File: config.mk
export PLATFORM = sky130hd
export DESIGN_NAME = rpn_stack_evaluator_core
export DESIGN_NICKNAME = d
export VERILOG_FILES = /design/src/design/rpn_pkg.sv /design/src/design/rpn_alu.sv /design/src/design/rpn_stack_evaluator_core.sv
export SDC_FILE = /design/constraint.sdc
export NUM_CORES = 2
export LEC_CHECK = 0
export BUFFER_PORTS_ARGS = -buffer_cell sky130_fd_sc_hd__buf_2
export CORE_ASPECT_RATIO = 0.9
export CORE_MARGIN = 8
export CORE_UTILIZATION = 30
export CTS_CLUSTER_DIAMETER = 100
export DETAILED_ROUTE_END_ITERATION = 12
export PLACE_DENSITY = 0.42
export SETUP_SLACK_MARGIN = 0.02
export SLEW_MARGIN = 20
export SYNTH_ARGS = -nofsm -noshare
export SYNTH_HDL_FRONTEND = slang
export SYNTH_HIERARCHICAL = 1
export SYNTH_SLANG_ARGS = --single-unit
File: constraint.sdc
create_clock -name clk -period 11.5 [get_ports clk]
set_clock_uncertainty 0.15 [all_clocks]
set_input_delay 1.15 -clock clk [delete_from_list [all_inputs] [get_ports clk]]
set_output_delay 1.15 -clock clk [all_outputs]
set_load 0.1 [all_outputs]
File: src/design/rpn_pkg.sv
// package: types, codes and sizes for the rpn stack evaluator
`default_nettype none
package rpn_pkg;
    localparam int STACK_DEPTH = 16;
    localparam int SP_W = $clog2(STACK_DEPTH + 1);
    localparam int IDX_W = $clog2(STACK_DEPTH);

    localparam logic [1:0] OPN_PUSH = 2'd0;
    localparam logic [1:0] OPN_APPLY = 2'd1;
    localparam logic [1:0] OPN_FINISH = 2'd2;

    localparam logic [2:0] OP_ADD = 3'd0;
    localparam logic [2:0] OP_SUB = 3'd1;
    localparam logic [2:0] OP_MUL = 3'd2;
    localparam logic [2:0] OP_DIV = 3'd3;
    localparam logic [2:0] OP_POW = 3'd4;

    localparam logic [2:0] ST_OK = 3'd0;
    localparam logic [2:0] ST_UNDER = 3'd1;
    localparam logic [2:0] ST_OVER = 3'd2;
    localparam logic [2:0] ST_DIVZERO = 3'd3;
    localparam logic [2:0] ST_EMPTY = 3'd4;

    typedef struct packed {
        logic [1:0]  operation;
        logic [30:0] number;
        logic [2:0]  operator_code;
    } in_item_t;

    typedef struct packed {
        logic signed [31:0] value;
        logic [2:0]         status;
    } out_item_t;

    typedef struct packed {
        logic        go;
        logic [2:0]  op;
        logic [31:0] lhs;
        logic [31:0] rhs;
    } alu_req_t;
endpackage
`default_nettype wire

File: src/design/rpn_alu.sv
// iterative arithmetic unit: add, subtract, multiply, divide, power
`default_nettype none
module rpn_alu
    import rpn_pkg::*;
(
    input  wire logic        clk,
    input  wire logic        rst_n,
    input  wire alu_req_t    req,
    output logic             done,
    output logic [31:0]      result
);
    typedef enum logic [3:0] {
        A_IDLE = 4'b0001,
        A_DIV  = 4'b0010,
        A_POW  = 4'b0100,
        A_FIN  = 4'b1000
    } astate_t;

    astate_t state_reg, state_next;
    logic [31:0] acc_reg, acc_next;
    logic [31:0] base_reg, base_next;
    logic [31:0] expo_reg, expo_next;
    logic [31:0] rem_reg, rem_next;
    logic [31:0] div_reg, div_next;
    logic [5:0]  cnt_reg, cnt_next;
    logic        neg_reg, neg_next;
    logic        phase_reg, phase_next;
    logic [31:0] mul_a, mul_b, mul_p;
    logic [32:0] trial;
    logic [31:0] ma, mb;

    // one shared 32x32 low-half multiplier
    assign mul_p = mul_a * mul_b;
    assign ma = req.lhs[31] ? (32'd0 - req.lhs) : req.lhs;
    assign mb = req.rhs[31] ? (32'd0 - req.rhs) : req.rhs;
    assign trial = {rem_reg, acc_reg[31]} - {1'b0, div_reg};

    always_comb
    begin
        state_next = state_reg;
        acc_next = acc_reg;
        base_next = base_reg;
        expo_next = expo_reg;
        rem_next = rem_reg;
        div_next = div_reg;
        cnt_next = cnt_reg;
        neg_next = neg_reg;
        phase_next = phase_reg;
        mul_a = req.lhs;
        mul_b = req.rhs;
        done = 1'b0;
        result = acc_reg;
        case (state_reg)
            A_IDLE:
            begin
                if (req.go)
                begin
                    case (req.op)
                        OP_ADD:
                        begin
                            acc_next = req.lhs + req.rhs;
                            state_next = A_FIN;
                        end
                        OP_SUB:
                        begin
                            acc_next = req.lhs - req.rhs;
                            state_next = A_FIN;
                        end
                        OP_MUL:
                        begin
                            acc_next = mul_p;
                            state_next = A_FIN;
                        end
                        OP_DIV:
                        begin
                            acc_next = ma;
                            rem_next = 32'd0;
                            div_next = mb;
                            neg_next = req.lhs[31] ^ req.rhs[31];
                            cnt_next = 6'd0;
                            state_next = A_DIV;
                        end
                        default:
                        begin
                            if (req.rhs[31])
                            begin
                                if (req.lhs == 32'd1)
                                    acc_next = 32'd1;
                                else if (req.lhs == 32'hFFFF_FFFF)
                                    acc_next = req.rhs[0] ? 32'hFFFF_FFFF : 32'd1;
                                else
                                    acc_next = 32'd0;
                                state_next = A_FIN;
                            end
                            else
                            begin
                                acc_next = 32'd1;
                                base_next = req.lhs;
                                expo_next = req.rhs;
                                phase_next = 1'b0;
                                state_next = A_POW;
                            end
                        end
                    endcase
                end
            end
            A_DIV:
            begin
                // restoring divide, one quotient bit a cycle
                if (!trial[32])
                begin
                    rem_next = trial[31:0];
                    acc_next = {acc_reg[30:0], 1'b1};
                end
                else
                begin
                    rem_next = {rem_reg[30:0], acc_reg[31]};
                    acc_next = {acc_reg[30:0], 1'b0};
                end
                cnt_next = cnt_reg + 6'd1;
                if (cnt_reg == 6'd31)
                    state_next = A_FIN;
            end
            A_POW:
            begin
                // even phase: multiply acc by base when the low exponent bit is set, odd phase: square base
                if (expo_reg == 32'd0)
                begin
                    neg_next = 1'b0;
                    state_next = A_FIN;
                end
                else if (!phase_reg)
                begin
                    mul_a = acc_reg;
                    mul_b = base_reg;
                    if (expo_reg[0])
                        acc_next = mul_p;
                    phase_next = 1'b1;
                end
                else
                begin
                    mul_a = base_reg;
                    mul_b = base_reg;
                    base_next = mul_p;
                    expo_next = {1'b0, expo_reg[31:1]};
                    phase_next = 1'b0;
                end
            end
            A_FIN:
            begin
                done = 1'b1;
                result = neg_reg ? (32'd0 - acc_reg) : acc_reg;
                neg_next = 1'b0;
                state_next = A_IDLE;
            end
            default:
            begin
                state_next = A_IDLE;
            end
        endcase
    end

    always_ff @(posedge clk or negedge rst_n)
    begin
        if (!rst_n)
        begin
            state_reg <= A_IDLE;
            neg_reg <= 1'b0;
        end
        else
        begin
            state_reg <= state_next;
            neg_reg <= neg_next;
        end
    end

    always_ff @(posedge clk)
    begin
        acc_reg <= acc_next;
        base_reg <= base_next;
        expo_reg <= expo_next;
        rem_reg <= rem_next;
        div_reg <= div_next;
        cnt_reg <= cnt_next;
        phase_reg <= phase_next;
    end
endmodule
`default_nettype wire

File: src/design/rpn_stack_evaluator_core.sv
// top level: operand stack, sequencer and shared arithmetic unit
// an apply reads the top two entries (S_RD1, S_RD2), runs the arithmetic unit
// (S_ALU, S_WAIT) and writes back; power is done by square and multiply
// one item at a time; busy is high while an apply or a non-empty finish is at work
// the result strobe is registered, set from S_FIN or from S_IDLE when empty; no stall
// reset clears stack pointer, error code and control; stack contents are
// left undefined
`default_nettype none
module rpn_stack_evaluator_core
    import rpn_pkg::*;
(
    input  wire logic      clk,
    input  wire logic      rst_n,
    input  wire logic      start,
    input  wire in_item_t  item,
    output logic           busy,
    output logic           result_valid,
    output out_item_t      result
);
    typedef enum logic [5:0] {
        S_IDLE  = 6'b000001,
        S_RD1   = 6'b000010,
        S_RD2   = 6'b000100,
        S_ALU   = 6'b001000,
        S_WAIT  = 6'b010000,
        S_FIN   = 6'b100000
    } state_t;

    state_t state_reg, state_next;
    logic [SP_W-1:0] sp_reg, sp_next;
    logic [2:0] err_reg, err_next;
    in_item_t item_reg;
    logic [31:0] mem [STACK_DEPTH];
    logic [31:0] rd_reg;
    logic [31:0] rhs_reg, rhs_next;
    logic [IDX_W-1:0] rd_addr;
    logic rd_en;
    logic wr_en;
    logic [IDX_W-1:0] wr_addr;
    logic [31:0] wr_data;
    logic [SP_W-1:0] sp_m1, sp_m2;
    alu_req_t alu_req;
    logic alu_done;
    logic [31:0] alu_res;
    logic outv_reg, outv_next;
    out_item_t out_reg, out_next;

    assign sp_m1 = sp_reg - SP_W'(1);
    assign sp_m2 = sp_reg - SP_W'(2);

    rpn_alu u_alu (
        .clk    (clk),
        .rst_n  (rst_n),
        .req    (alu_req),
        .done   (alu_done),
        .result (alu_res)
    );

    always_ff @(posedge clk)
    begin
        if (wr_en)
            mem[wr_addr] <= wr_data;
        if (rd_en)
            rd_reg <= mem[rd_addr];
        if (start && !busy)
            item_reg <= item;
        rhs_reg <= rhs_next;
        out_reg <= out_next;
    end

    always_comb
    begin
        state_next = state_reg;
        sp_next = sp_reg;
        err_next = err_reg;
        rhs_next = rhs_reg;
        rd_en = 1'b0;
        rd_addr = sp_m1[IDX_W-1:0];
        wr_en = 1'b0;
        wr_addr = sp_reg[IDX_W-1:0];
        wr_data = {1'b0, item.number};
        alu_req = '{go: 1'b0, op: item_reg.operator_code, lhs: rd_reg, rhs: rhs_reg};
        outv_next = 1'b0;
        out_next = out_reg;
        case (state_reg)
            S_IDLE:
            begin
                if (start)
                begin
                    case (item.operation)
                        OPN_PUSH:
                        begin
                            if (sp_reg >= SP_W'(STACK_DEPTH))
                            begin
                                if (err_reg == ST_OK)
                                    err_next = ST_OVER;
                            end
                            else
                            begin
                                wr_en = 1'b1;
                                sp_next = sp_reg + SP_W'(1);
                            end
                        end
                        OPN_APPLY:
                        begin
                            if (item.operator_code <= OP_POW)
                            begin
                                if (sp_reg < SP_W'(2))
                                begin
                                    if (err_reg == ST_OK)
                                        err_next = ST_UNDER;
                                end
                                else
                                begin
                                    rd_en = 1'b1;
                                    state_next = S_RD1;
                                end
                            end
                        end
                        OPN_FINISH:
                        begin
                            if (sp_reg == '0)
                            begin
                                out_next.value = '0;
                                out_next.status = (err_reg == ST_OK) ? ST_EMPTY : err_reg;
                                err_next = ST_OK;
                                outv_next = 1'b1;
                            end
                            else
                            begin
                                rd_en = 1'b1;
                                sp_next = sp_m1;
                                state_next = S_FIN;
                            end
                        end
                        default:
                        begin
                        end
                    endcase
                end
            end
            S_RD1:
            begin
                // top is in rd_reg now; keep it and fetch the entry below it
                rhs_next = rd_reg;
                rd_en = 1'b1;
                rd_addr = sp_m2[IDX_W-1:0];
                state_next = S_RD2;
            end
            S_RD2:
            begin
                state_next = S_ALU;
            end
            S_ALU:
            begin
                if (item_reg.operator_code == OP_DIV && rhs_reg == 32'd0)
                begin
                    if (err_reg == ST_OK)
                        err_next = ST_DIVZERO;
                    state_next = S_IDLE;
                end
                else
                begin
                    alu_req.go = 1'b1;
                    state_next = S_WAIT;
                end
            end
            S_WAIT:
            begin
                if (alu_done)
                begin
                    wr_en = 1'b1;
                    wr_addr = sp_m2[IDX_W-1:0];
                    wr_data = alu_res;
                    sp_next = sp_m1;
                    state_next = S_IDLE;
                end
            end
            S_FIN:
            begin
                out_next.value = rd_reg;
                out_next.status = err_reg;
                err_next = ST_OK;
                outv_next = 1'b1;
                state_next = S_IDLE;
            end
            default:
            begin
                state_next = S_IDLE;
            end
        endcase
    end

    assign busy = (state_reg != S_IDLE);
    assign result_valid = outv_reg;
    assign result = out_reg;

    always_ff @(posedge clk or negedge rst_n)
    begin
        if (!rst_n)
        begin
            state_reg <= S_IDLE;
            sp_reg <= '0;
            err_reg <= ST_OK;
            outv_reg <= 1'b0;
        end
        else
        begin
            state_reg <= state_next;
            sp_reg <= sp_next;
            err_reg <= err_next;
            outv_reg <= outv_next;
        end
    end
endmodule
`default_nettype wire
==> reports/metrics.cfg <==
[run_status]
status = complete, no violations

[synth]
netlist_instances = 5090
syn_nets = 5740
synth_warnings = 6
synth.distinct_cells = 89
avgSynthCellArea_um2 = 11.2
syn_area_um2 = 57000
ys_ff_latch = 799
netlist_top_cells_area = edfxtp_1 (41%), fa_1 (14%), mux2i_1 (6.0%), nand2_1 (4.5%), ha_1 (4.4%)
seq_area_frac_synth_pct = 41.9
ys.flop_type = edfxtp_1
yosysTopAreaCellShare_pct = 41.1
synth_top_cell_by_area = edfxtp_1
synth_edf_count = 780
synthArstFlopShare_pct = 2.38

[grt]
grt_overflow = 0
grt_antenna_before_repair = 8
grt_pass1_wl_um = 305000
grt_util_all_layers_pct = 20.4
grt_pass1_vias = 41000
grt_max_degree = 102

[floorplan]
top_level_ports = 76
die-area_um2 = 204000
core_area_um2 = 189000
start_util_pct = 30.2
die_w_um = 475
num_rows = 151
die_y_um = 429

[detailed_routing]
avgViaCountPerCell = 5.19
wirelength_um = 213000
drt_iter0_drc = 3534
wl_per_cell_um = 27.5
drt_pass1_iterations = 7
drc = 0
vias = 40400
drt.antenna.violating_nets = 0

[clock_network]
ctsResizeCount = 0
cts.sinks = 799
cts_made_buffers = 93
insertion_delay_ns = 0.73
cts_tree = yes
clockBufferDepth = 3
post_cts_buffers = 0
cts-hold-fix-buffers = 0
cts_max_level = 3
clkSlewWorstSetupHoldPaths_ns = 0.06
cts-root-buf = clkbuf_16

[job]
cap_violations = 0

[layout]
final_core_util_pct = 34.1
nNetsFinal = 5819
areaGrowthSynthToFinish_pct = 12.7
drive_gt1_share_pct = 11.5
final_cell_mix = edfxtp_1 (780), nand2_1 (678), nor2_1 (461)
seq_area_um2 = 23900
regMostFlops = mem
fill_cells = 19100
largest_register_ffs = 512
multi_input_area_um2 = 30500
layout.cells.most_common = edfxtp_1

[timing]
slew_headroom_pct = 27.3
rsz0062_at_grt = false
setup_viol_count_final = 0
worst_slack_ns = 1.04
worstMarginPinSlew_ns = 1.08
setup_tns_ns = 0
min_period_ns = 10.46
final_hold_viol_count = 0
holdWs_ns = 0.243
fmax_mhz = 95.6
drv_slew = 0
period_share_pct = 91.0

[worst_setup_path]
worst_path_dominant_cell_family = adder cells
worstSetupPathDepth = 33
slowest_delay_ns = 0.73
r2r.worst_path.cells = 33
crit_top_cell = fa_1
critPathCaptureType = register
cp.required_ns = 11.79
start_kind = register
worst-path-buf-inv = 7
worstPathArrival_ns = 10.76
cpMaxStageDelayCell = o21ai_4
worstPathMaxFanout = 25
critPathKind = register to register

[placement]
gp_congestion = 0.912
hpwl_um = 151000
place_ws_ns = 1.24
port_buffers = 75

[worst_hold_path]
hp-class = input pin to asynchronous set/reset pin

## cell type report
class | instances | share of cell area, %
tap | 2524 | 4.92
clock inverter | 64 | 1.08
timing repair buffer | 267 | 2.87
sequential | 799 | 37.2
multi-input combinational | 3556 | 47.5
clock buffer | 110 | 3.72
antenna | 3 | 0.0117
inverter | 452 | 2.65
## logic make-up (layout without fill, tap and decap cells)
logic type	count (synthesis)	in the layout	synth area share [%]
AND/OR/NAND/NOR	1517	1517	11.5
flip-flops	799	799	41.9
buffers and inverters	735	893	5.11
AO/OA/AOI/OAI	700	700	8.90
adder cells (fa/ha/maj)	611	611	18.8
multiplexers	437	437	9.19
XOR/XNOR	291	291	4.50
other	0	3	0
## layer usage
metal / vias to the layer above / track usage [%] / share of wire, %
met5: - / 0 / 0.013
met4: 4 / 7.47 / 4.0
met3: 325 / 2.40 / 5.8
met2: 1398 / 33.2 / 47
met1: 20700 / 28.1 / 44
li1: 17900 / - / -
## through the flow
step                      cell area [um2]  std cells
final                               64200       7775
after global routing                64200       7772
after CTS                           64200       7772
after detailed placement            61100       7598
after global placement              61100       7598
after floorplan                     57000       5090
## cell usage after synthesis, drive strengths merged (7+ instances only)
master   instances
a2111oi         31
a211oi          10
a21boi          10
a21o            56
a21oi          139
a221o           39
a221oi          35
a31oi           18
a32o            29
and2            55
and3            13
buf             88
clkbuf         195
dfrtp           17
edfxtp         780
fa             410
ha             201
inv            451
mux2            29
mux2i          342
mux4            66
nand2          679
nand2b          50
nand3           30
nand4           15
nor2           481
nor2b           37
nor3            56
nor3b           12
nor4            21
nor4b            7
o211ai          18
o21a            36
o21ai          153
o21bai          11
o221ai          20
o31ai           29
o41ai            9
or2              9
or3             23
or4             14
xnor2          179
xor2           111
## final timing paths
path | slack, ns | endpoint | from
max | 1.04 | u_alu/acc_reg[27] | u_alu/expo_reg[10]
min | 0.24 | u_alu/state_reg[2] | rst_n
max reg2reg | 1.04 | u_alu/acc_reg[27] | u_alu/expo_reg[10]
min reg2reg | 0.39 | u_alu/expo_reg[18] | u_alu/expo_reg[19]
max in group asynchronous | 10.59 | sp_reg[1] | rst_n
min in group clk | 0.39 | u_alu/expo_reg[18] | u_alu/expo_reg[19]
## worst register-to-register path: cells and delay by family, from the launching register on
family | cells | cell delay, ns
and+or+nand+nor | 6 | 1.60
xor gates and xnor gates | 1 | 0.32
adders and majority gates | 9 | 3.55
AOI/OAI and AO/OA | 10 | 2.98
buffers and inverters | 7 | 1.20
DFF | 1 | 0.40
Power is left out: the tool's default activity adds up to more than one toggle a clock period on the data nets, which glitch-free logic cannot reach.
